--- config.mk ---
export PLATFORM = sky130hd
export DESIGN_NAME = led_pattern_generator
export DESIGN_NICKNAME = d
export VERILOG_FILES = /design/src/lpg_pkg.sv /design/src/lpg_div.sv /design/src/lpg_scale.sv /design/src/led_pattern_generator.sv
export SDC_FILE = /design/constraint.sdc
export NUM_CORES = 1
export LEC_CHECK = 0
export ABC_AREA = 0
export ABC_CLOCK_PERIOD_IN_PS = 11100
export BUFFER_PORTS_ARGS = -buffer_cell sky130_fd_sc_hd__buf_2
export CAP_MARGIN = 25
export CORE_ASPECT_RATIO = 0.75
export CORE_MARGIN = 1
export CORE_UTILIZATION = 25
export DETAILED_ROUTE_END_ITERATION = 7
export PLACE_DENSITY_LB_ADDON = 0.12
export SLEW_MARGIN = 20
export SYNTH_ARGS = -nofsm -noshare
export SYNTH_HDL_FRONTEND = slang
export SYNTH_SLANG_ARGS = --single-unit
export TNS_END_PERCENT = 20
--- constraint.sdc ---
create_clock -name clk -period 11.1 [get_ports clk]
set_input_delay 2.22 -clock clk [delete_from_list [all_inputs] [get_ports clk]]
set_output_delay 2.22 -clock clk [all_outputs]
set_load 0.03 [all_outputs]
--- src/lpg_pkg.sv ---
// Shared types, constants and helpers for the LED pattern generator.
// No dependencies; every other file of the block uses this package.
`default_nettype none

package lpg_pkg;

  localparam int unsigned LVL_W    = 8;
  localparam int unsigned MODE_W   = 3;
  localparam int unsigned PER_W    = 16;
  localparam int unsigned ELAP_W   = 10;
  localparam int unsigned CNT_W    = 32;
  localparam int unsigned PH_W     = 8;
  localparam int unsigned DVD_W    = CNT_W + PH_W;
  localparam int unsigned DIV_STEPS = DVD_W;
  localparam int unsigned STEP_W   = $clog2(DIV_STEPS + 1);
  localparam int unsigned CFG_IDX_W = 3;
  localparam int unsigned CFG_DAT_W = PER_W;
  localparam int unsigned SQ_W     = 15;

  localparam logic [MODE_W-1:0] MODE_SOLID      = 3'd0;
  localparam logic [MODE_W-1:0] MODE_BLINK_SLOW = 3'd1;
  localparam logic [MODE_W-1:0] MODE_BLINK_FAST = 3'd2;
  localparam logic [MODE_W-1:0] MODE_PULSE      = 3'd3;
  localparam logic [MODE_W-1:0] MODE_FLASH      = 3'd4;

  localparam logic [CFG_IDX_W-1:0] REG_RED    = 3'd0;
  localparam logic [CFG_IDX_W-1:0] REG_GREEN  = 3'd1;
  localparam logic [CFG_IDX_W-1:0] REG_BLUE   = 3'd2;
  localparam logic [CFG_IDX_W-1:0] REG_BRIGHT = 3'd3;
  localparam logic [CFG_IDX_W-1:0] REG_MODE   = 3'd4;
  localparam logic [CFG_IDX_W-1:0] REG_PERIOD = 3'd5;

  localparam logic [PER_W-1:0] DEFAULT_PERIOD = 16'd1000;
  localparam logic [PER_W-1:0] FAST_PERIOD    = 16'd500;
  localparam logic [LVL_W-1:0] FULL_LEVEL     = 8'hFF;
  localparam logic [LVL_W-1:0] RESET_BRIGHT   = 8'hFF;
  localparam logic [PH_W:0]    FOLD_POINT     = 9'd128;

  typedef enum logic [2:0] {
    ST_IDLE,
    ST_DIV,
    ST_SQ,
    ST_CURVE,
    ST_ISSUE,
    ST_WAIT,
    ST_DONE
  } state_t;

  typedef struct packed {
    logic              start;
    logic [DVD_W-1:0]  dividend;
    logic [PER_W-1:0]  divisor;
  } div_req_t;

  typedef struct packed {
    logic              done;
    logic [PER_W-1:0]  remainder;
    logic [PH_W-1:0]   quotient;
  } div_rsp_t;

  typedef struct packed {
    logic              start;
    logic [LVL_W-1:0]  a;
    logic [LVL_W-1:0]  b;
  } scl_req_t;

  typedef struct packed {
    logic              done;
    logic [LVL_W-1:0]  value;
  } scl_rsp_t;

  // floor(x / 255) for x up to 255 * 255: reciprocal estimate plus one fix-up
  function automatic logic [LVL_W-1:0] div255(input logic [2*LVL_W-1:0] x);
    logic [2*LVL_W:0]   sum;
    logic [LVL_W:0]     q0;
    logic [2*LVL_W+1:0] prod;
    logic [2*LVL_W+1:0] rem;
    logic [LVL_W:0]     q;
    sum  = {1'b0, x} + {9'd0, x[2*LVL_W-1:LVL_W]};
    q0   = sum[2*LVL_W:LVL_W];
    prod = {q0, 8'd0} - {9'd0, q0};
    rem  = {2'b00, x} - prod;
    q    = (rem >= 18'd255) ? q0 + 9'd1 : q0;
    return q[LVL_W-1:0];
  endfunction

endpackage

`default_nettype wire

--- src/lpg_div.sv ---
// Restoring divider, one quotient bit per cycle, shared by blink and pulse.
// Depends on lpg_pkg for widths and request/response structs.
`default_nettype none

module lpg_div (
  input  wire logic              clk,
  input  wire logic              rst_n,
  input  wire lpg_pkg::div_req_t req,
  output lpg_pkg::div_rsp_t      rsp
);

  logic [lpg_pkg::DVD_W-1:0]  dvd_r;
  logic [lpg_pkg::PER_W-1:0]  dvs_r;
  logic [lpg_pkg::PER_W-1:0]  rem_r;
  logic [lpg_pkg::PH_W-1:0]   quo_r;
  logic [lpg_pkg::STEP_W-1:0] cnt_r;
  logic                       done_r;

  logic [lpg_pkg::PER_W:0]    trial;
  logic [lpg_pkg::PER_W:0]    diff;
  logic                       qbit;

  assign trial = {rem_r, dvd_r[lpg_pkg::DVD_W-1]};
  assign qbit  = (trial >= {1'b0, dvs_r});
  assign diff  = trial - {1'b0, dvs_r};

  always_ff @(posedge clk) begin
    if (!rst_n) begin
      cnt_r  <= '0;
      done_r <= 1'b0;
    end else if (req.start) begin
      cnt_r  <= lpg_pkg::STEP_W'(lpg_pkg::DIV_STEPS);
      done_r <= 1'b0;
    end else if (cnt_r != '0) begin
      cnt_r  <= cnt_r - 1'b1;
      done_r <= (cnt_r == lpg_pkg::STEP_W'(1));
    end else begin
      done_r <= 1'b0;
    end
  end

  always_ff @(posedge clk) begin
    if (req.start) begin
      dvd_r <= req.dividend;
      dvs_r <= req.divisor;
      rem_r <= '0;
      quo_r <= '0;
    end else if (cnt_r != '0) begin
      dvd_r <= {dvd_r[lpg_pkg::DVD_W-2:0], 1'b0};
      rem_r <= qbit ? diff[lpg_pkg::PER_W-1:0] : trial[lpg_pkg::PER_W-1:0];
      quo_r <= {quo_r[lpg_pkg::PH_W-2:0], qbit};
    end
  end

  assign rsp.done      = done_r;
  assign rsp.remainder = rem_r;
  assign rsp.quotient  = quo_r;

endmodule

`default_nettype wire

--- src/lpg_scale.sv ---
// Shared level scaler: a * b / 255, product registered, then divided by 255.
// Depends on lpg_pkg for structs and the div255 helper.
`default_nettype none

module lpg_scale (
  input  wire logic              clk,
  input  wire logic              rst_n,
  input  wire lpg_pkg::scl_req_t req,
  output lpg_pkg::scl_rsp_t      rsp
);

  logic [2*lpg_pkg::LVL_W-1:0] prod_r;
  logic                        prod_vld_r;
  logic [lpg_pkg::LVL_W-1:0]   value_r;
  logic                        done_r;

  always_ff @(posedge clk) begin
    if (!rst_n) begin
      prod_vld_r <= 1'b0;
      done_r     <= 1'b0;
    end else begin
      prod_vld_r <= req.start;
      done_r     <= prod_vld_r;
    end
  end

  always_ff @(posedge clk) begin
    prod_r  <= req.a * req.b;
    value_r <= lpg_pkg::div255(prod_r);
  end

  assign rsp.done  = done_r;
  assign rsp.value = value_r;

endmodule

`default_nettype wire

--- src/led_pattern_generator.sv ---
// LED pattern generator top: config registers, ms counter, sequencer.
// Depends on lpg_pkg, lpg_div and lpg_scale.
//
//  channel | ports                                   | handshake
//  --------+-----------------------------------------+-------------------
//  in      | in_elapsed_ms[9:0]                      | in_valid/in_ready
//  out     | out_red_out, out_green_out, out_blue_out| out_valid/out_ready
//  cfg     | cfg_index[2:0], cfg_data[15:0]          | cfg_we, no wait
//
// Each beat runs the bit-serial divider, the curve step and six passes through
// the shared 8x8 scaler (pattern level, then brightness), then the handoff to
// the output register.
// rst_n is synchronous; it restores register defaults and clears the counter.
// A result waiting on out_ready does not block the next input beat; the block
// holds at the end of that beat until the output register frees.
`default_nettype none

module led_pattern_generator (
  input  wire logic                            clk,
  input  wire logic                            rst_n,
  input  wire logic                            in_valid,
  output logic                                 in_ready,
  input  wire logic [lpg_pkg::ELAP_W-1:0]      in_elapsed_ms,
  output logic                                 out_valid,
  input  wire logic                            out_ready,
  output logic [lpg_pkg::LVL_W-1:0]            out_red_out,
  output logic [lpg_pkg::LVL_W-1:0]            out_green_out,
  output logic [lpg_pkg::LVL_W-1:0]            out_blue_out,
  input  wire logic                            cfg_we,
  input  wire logic [lpg_pkg::CFG_IDX_W-1:0]   cfg_index,
  input  wire logic [lpg_pkg::CFG_DAT_W-1:0]   cfg_data
);

  logic [lpg_pkg::LVL_W-1:0]  red_r, green_r, blue_r, bright_r;
  logic [lpg_pkg::MODE_W-1:0] mode_r;
  logic [lpg_pkg::PER_W-1:0]  period_r;
  logic [lpg_pkg::CNT_W-1:0]  counter_r;

  lpg_pkg::state_t state_r, state_nxt;

  logic [lpg_pkg::SQ_W-1:0]   sq_r;
  logic [lpg_pkg::LVL_W-1:0]  inten_r;
  logic [lpg_pkg::LVL_W-1:0]  col_r [3];
  logic [1:0]                 chan_r;
  logic                       pass_r;
  logic                       out_valid_r;
  logic [lpg_pkg::LVL_W-1:0]  out_red_r, out_green_r, out_blue_r;

  lpg_pkg::div_req_t div_req;
  lpg_pkg::div_rsp_t div_rsp;
  lpg_pkg::scl_req_t scl_req;
  lpg_pkg::scl_rsp_t scl_rsp;

  logic                       accept;
  logic                       load_out;
  logic                       is_blink;
  logic                       is_pulse;
  logic [lpg_pkg::PER_W-1:0]  per_base;
  logic [lpg_pkg::PER_W-1:0]  per_eff;
  logic [lpg_pkg::CNT_W-1:0]  cnt_sum;
  logic [lpg_pkg::PH_W:0]     fold_x;
  logic [lpg_pkg::SQ_W+7:0]   curve_full;
  logic                       lit;

  assign is_blink = (mode_r == lpg_pkg::MODE_BLINK_SLOW) ||
                    (mode_r == lpg_pkg::MODE_BLINK_FAST);
  assign is_pulse = (mode_r == lpg_pkg::MODE_PULSE);
  assign per_base = (period_r == '0) ? lpg_pkg::DEFAULT_PERIOD : period_r;
  assign per_eff  = ((mode_r == lpg_pkg::MODE_BLINK_FAST) &&
                     (per_base == lpg_pkg::DEFAULT_PERIOD)) ? lpg_pkg::FAST_PERIOD
                                                            : per_base;
  assign cnt_sum  = counter_r + lpg_pkg::CNT_W'(in_elapsed_ms);

  assign fold_x     = ({1'b0, div_rsp.quotient} > lpg_pkg::FOLD_POINT)
                      ? 9'd256 - {1'b0, div_rsp.quotient}
                      : {1'b0, div_rsp.quotient};
  assign curve_full = {sq_r, 8'd0} - {8'd0, sq_r};
  assign lit        = (div_rsp.remainder < (per_eff >> 1));

  // Configuration registers
  always_ff @(posedge clk) begin
    if (!rst_n) begin
      red_r    <= '0;
      green_r  <= '0;
      blue_r   <= '0;
      bright_r <= lpg_pkg::RESET_BRIGHT;
      mode_r   <= lpg_pkg::MODE_SOLID;
      period_r <= lpg_pkg::DEFAULT_PERIOD;
    end else if (cfg_we) begin
      unique case (cfg_index)
        lpg_pkg::REG_RED:    red_r    <= cfg_data[lpg_pkg::LVL_W-1:0];
        lpg_pkg::REG_GREEN:  green_r  <= cfg_data[lpg_pkg::LVL_W-1:0];
        lpg_pkg::REG_BLUE:   blue_r   <= cfg_data[lpg_pkg::LVL_W-1:0];
        lpg_pkg::REG_BRIGHT: bright_r <= cfg_data[lpg_pkg::LVL_W-1:0];
        lpg_pkg::REG_MODE:   mode_r   <= cfg_data[lpg_pkg::MODE_W-1:0];
        lpg_pkg::REG_PERIOD: period_r <= cfg_data;
        default: ;
      endcase
    end
  end

  // Millisecond counter, advanced as the beat is taken in blink and pulse modes
  always_ff @(posedge clk) begin
    if (!rst_n) begin
      counter_r <= '0;
    end else if (accept) begin
      if (is_blink) begin
        counter_r <= cnt_sum;
      end else if (is_pulse) begin
        counter_r <= (cnt_sum >= lpg_pkg::CNT_W'(per_eff)) ? '0 : cnt_sum;
      end
    end
  end

  // Sequencer
  always_ff @(posedge clk) begin
    if (!rst_n) begin
      state_r <= lpg_pkg::ST_IDLE;
    end else begin
      state_r <= state_nxt;
    end
  end

  always_comb begin
    state_nxt = state_r;
    unique case (state_r)
      lpg_pkg::ST_IDLE:  if (in_valid) state_nxt = lpg_pkg::ST_DIV;
      lpg_pkg::ST_DIV:   if (div_rsp.done) state_nxt = lpg_pkg::ST_SQ;
      lpg_pkg::ST_SQ:    state_nxt = lpg_pkg::ST_CURVE;
      lpg_pkg::ST_CURVE: state_nxt = lpg_pkg::ST_ISSUE;
      lpg_pkg::ST_ISSUE: state_nxt = lpg_pkg::ST_WAIT;
      lpg_pkg::ST_WAIT: begin
        if (scl_rsp.done) begin
          state_nxt = (pass_r && chan_r == 2'd2) ? lpg_pkg::ST_DONE : lpg_pkg::ST_ISSUE;
        end
      end
      lpg_pkg::ST_DONE:  if (!out_valid_r || out_ready) state_nxt = lpg_pkg::ST_IDLE;
      default:           state_nxt = lpg_pkg::ST_IDLE;
    endcase
  end

  always_comb begin
    in_ready         = (state_r == lpg_pkg::ST_IDLE);
    accept           = in_ready && in_valid;
    load_out         = (state_r == lpg_pkg::ST_DONE) && (!out_valid_r || out_ready);
    div_req.start    = accept;
    div_req.dividend = is_pulse ? {counter_r, 8'd0} : {8'd0, counter_r};
    div_req.divisor  = per_eff;
    scl_req.start    = (state_r == lpg_pkg::ST_ISSUE);
    scl_req.a        = col_r[chan_r];
    scl_req.b        = pass_r ? bright_r : inten_r;
  end

  // Datapath registers
  always_ff @(posedge clk) begin
    if (accept) begin
      col_r[0] <= red_r;
      col_r[1] <= green_r;
      col_r[2] <= blue_r;
      chan_r   <= '0;
      pass_r   <= 1'b0;
    end else if (state_r == lpg_pkg::ST_WAIT && scl_rsp.done) begin
      col_r[chan_r] <= scl_rsp.value;
      if (chan_r == 2'd2) begin
        chan_r <= '0;
        pass_r <= 1'b1;
      end else begin
        chan_r <= chan_r + 2'd1;
      end
    end
    if (state_r == lpg_pkg::ST_SQ) begin
      sq_r <= lpg_pkg::SQ_W'(fold_x[lpg_pkg::PH_W-1:0] * fold_x[lpg_pkg::PH_W-1:0]);
    end
    if (state_r == lpg_pkg::ST_CURVE) begin
      priority if (mode_r == lpg_pkg::MODE_SOLID) begin
        inten_r <= lpg_pkg::FULL_LEVEL;
      end else if (is_blink) begin
        inten_r <= lit ? lpg_pkg::FULL_LEVEL : '0;
      end else if (is_pulse) begin
        inten_r <= curve_full[lpg_pkg::SQ_W+6:lpg_pkg::SQ_W-1];
      end else begin
        inten_r <= '0;
      end
    end
  end

  // Output register
  always_ff @(posedge clk) begin
    if (!rst_n) begin
      out_valid_r <= 1'b0;
    end else if (load_out) begin
      out_valid_r <= 1'b1;
    end else if (out_ready) begin
      out_valid_r <= 1'b0;
    end
  end

  always_ff @(posedge clk) begin
    if (load_out) begin
      out_red_r   <= col_r[0];
      out_green_r <= col_r[1];
      out_blue_r  <= col_r[2];
    end
  end

  assign out_valid     = out_valid_r;
  assign out_red_out   = out_red_r;
  assign out_green_out = out_green_r;
  assign out_blue_out  = out_blue_r;

  lpg_div u_div (
    .clk   (clk),
    .rst_n (rst_n),
    .req   (div_req),
    .rsp   (div_rsp)
  );

  lpg_scale u_scale (
    .clk   (clk),
    .rst_n (rst_n),
    .req   (scl_req),
    .rsp   (scl_rsp)
  );

endmodule

`default_nettype wire
==> impl_metrics.yaml <==
routing:
  post_drt_wl_per_cell_um: 17.38
  routed_wl_um: 53150
  vias_per_cell: 4.653
  vias: 14240
  postRouteAntennaNets: 0
  first_pass_iters: 5
  drt_drc_violations_left: 0
  first_iter_violations: 986
logic_synthesis:
  yosys-top-cells-count: "nand2_1 (301), inv_1 (182), ha_1 (168), nor2_1 (166), dfxtp_1 (149)"
  synth_area_sq_um: 18700
  ys_ff_latch: 283
  yosysMostFrequentCell: "nand2_1"
  yosys-top-cells-area: "edfxtp_1 (22%), dfxtp_1 (16%), ha_1 (11%)"
  async_flop_share_pct: 0
  ys_seq_area_share_pct: 37.48
  synthCells: 2038
  synth_edf_count: 134
  yosysTopAreaCell: "edfxtp_1"
  synth.distinct_cells: 77
  yosysWarnings: 0
  synth-main-ff-cell: "dfxtp_1"
  syn_avg_cell_area_sq_um: 9.173
  synth.top_cell.area_share_pct: 21.52
finish:
  final_cells: 3059
  nets: 2329
  area_delta_synth_final_pct: 13.12
  drive_above_1_share_pct: 9.952
sta:
  setup_viol: 0
  fin_ws_ns: 4.440
  final_max_slew_viol_count: 0
  rsz0062_at_grt: "false"
  fin_worst_skew_ns: 0.02974
  tightest_slew_ns: 0.9638
  fin_crit_ns: 6.660
  relSlewSlack_pct: 35.07
  period_share_pct: 60.00
  clock.fmax_mhz: 150.1
  final-hold-violation-count: 0
  fin_setup_tns_ns: 0
global_routing:
  grt_max_degree: 52
  grt_usage_pct: 13.99
  antenna_found_initial: 2
  first_global_vias: 13920
  grt_pass1_wl_um: 82880
  overflow: 0
power_and_ir_drop:
  vdd_drop_max_mv: 0.09626
  power.net_switching_mw: 1.510
  sequentialPowerShare_pct: 35.0
  power_density_nw_per_um2: 193.6
  p_sw_share_pct: 36.86
  combPwrFrac_pct: 37.3
  pwr-share-clk_pct: 27.7
  internal-power_mw: 2.586
  p_leak_nw: 8.762
clock_tree:
  path_clk_slew_ns: 0.06
  clock-root-buffer: "clkbuf_16"
  cts_inserted_buffers: 34
  clock_latency_ns: 0.55
  cts_buffer_depth: 3
  post_cts_resized: 0
  hold_buffers: 0
  cts_setup_buffers: 0
  cts_sinks: 283
  cts_tree: "built"
  htree_levels: 2
setup_path:
  crit_required_ns: 11.58
  critPathMaxFanout: 21
  endpoint_kind: "register"
  critPathKind: "input port to register"
  cp-start-kind: "input port"
  cp.arrival_ns: 7.14
floorplanning:
  start_util_pct: 25.36
  die_area_sq_um: 75890
  coreArea_sq_um: 73710
  die_x_um: 317.8
  die_h_um: 238.8
  rows: 86
  ios: 60
min_path:
  min_path_type: "register to register"
place:
  port_buffers: 59
  hpwl_um: 40820
  dp_cells: 2995
  gp_congestion: 0.8103
  dpl_worst_slack_ns: 3.956
flow_run:
  drv_cap: 0
run_status:
  status: "finished clean"
==> critical path, cell delays in order <==
cell	delay (ns)
buf_2	0.12
ha_1	0.30
a211oi_1	0.42
o211ai_2	0.21
a311oi_4	0.50
or2_2	0.26
nor2_1	0.07
xor2_1	0.20
ha_1	0.29
nand4_1	0.10
nor3_1	0.09
a221oi_1	0.24
nand3_1	0.12
a211oi_1	0.23
nand4_1	0.17
o41ai_2	0.33
buf_4	0.30
and2_1	0.73
a22o_1	0.23
==> area by class of cell <==
cell class | instances | area, sq um
diodes | 1 | 2.502
clock buffers | 43 | 955.9
clock inverters | 19 | 167.7
fillers | 7830 | 52560
inverters | 184 | 691.9
multi-input cells | 1485 | 10680
flip-flops and latches | 283 | 7007
well taps | 968 | 1211
repair buffers | 76 | 435.4
==> layout by cell type (no fill, tap or decap), types with 35 or more instances in the layout <==
master and count:
inv_1 181, dfxtp_1 149, fa_1 63, nand2_1 300, edfxtp_1 134, nand3_1 63, ha_1 168, a21oi_1 116
xnor2_1 72, a31oi_1 35, buf_2 59, clkbuf_16 35, o21ai_0 47, mux2_2 37, nor2_1 164
==> power groups by stage <==
stage,clock network (mW),registers (mW),logic (mW)
floorplan,0,1.40,1.17
global placement,0,1.46,1.51
detailed placement,0,1.45,1.53
CTS,1.17,1.43,1.54
global route,1.22,1.46,1.75
finish,1.14,1.43,1.53
==> kinds of logic (layout without fill, tap and decap cells) <==
kind of cell             count (synthesis)  count (layout)  synth area share [%]
AO/OA/AOI/OAI                          343             343                 11.89
XOR/XNOR                                97              97                 4.544
adder cells (fa/ha/maj)                231             231                 17.99
buffers and inverters                  274             322                 5.622
flip-flops                             283             283                 37.48
multiplexers                            71              71                 4.317
other                                    1               6               0.02006
AND/OR/NAND/NOR                        738             738                 18.14
==> final timing paths <==
path	startpoint	end	slack, ns	cells past startpoint
worst min-delay path	u_scale.prod_vld_r$_SDFF_PN0_	u_scale.done_r$_SDFF_PN0_	0.45	1
worst max register to register	u_div.quo_r[0]$_SDFFE_PP0N_	sq_r[14]$_DFFE_PP_	4.70	19
worst min register to register	u_scale.prod_vld_r$_SDFF_PN0_	u_scale.done_r$_SDFF_PN0_	0.45	1
worst max-delay path	in_elapsed_ms[1]	counter_r[14]$_SDFFE_PN0P_	4.44	19
==> flip-flops by register name (all words and copies together) (netlist names), 2 cells and up, named ones only <==
name             cells
u_div.cnt_r          6
counter_r           32
u_scale.prod_r      16
out_green_out        8
out_red_out          8
u_scale.value_r      8
col_r               32
u_div.rem_r         16
mode_r               3
bright_r             8
red_r                8
blue_r               8
sq_r                14
period_r            16
chan_r               2
u_div.dvs_r         16
u_div.quo_r          8
u_div.dvd_r         40
inten_r              8
out_blue_out         8
green_r              8
state_r              3
==> per-stage QoR <==
stage	hold WS (ns)	total power, mW	instance area, sq um	util [%]
after detailed placement	0.4349	2.985	20020	27.16
after global placement	0.4194	2.965	19990	27.12
after CTS	0.4531	4.149	21140	28.68
after floorplan	0.4119	2.570	18710	-
after global routing	0.4553	4.419	21150	28.69
final	0.4466	4.095	21150	28.69
==> per-layer routing <==
layer | global-route usage (%) | up-vias | part of all wire, % | wire [um]
li1 | - | 7090 | - | -
met1 | 22.65 | 6840 | 56 | 29840
met2 | 18.90 | 261 | 38 | 20440
met5 | 0 | - | 0 | 0
met4 | 2.942 | 0 | 1.3 | 712
met3 | 2.042 | 44 | 4.1 | 2158
(Power assumes the default switching activity.)
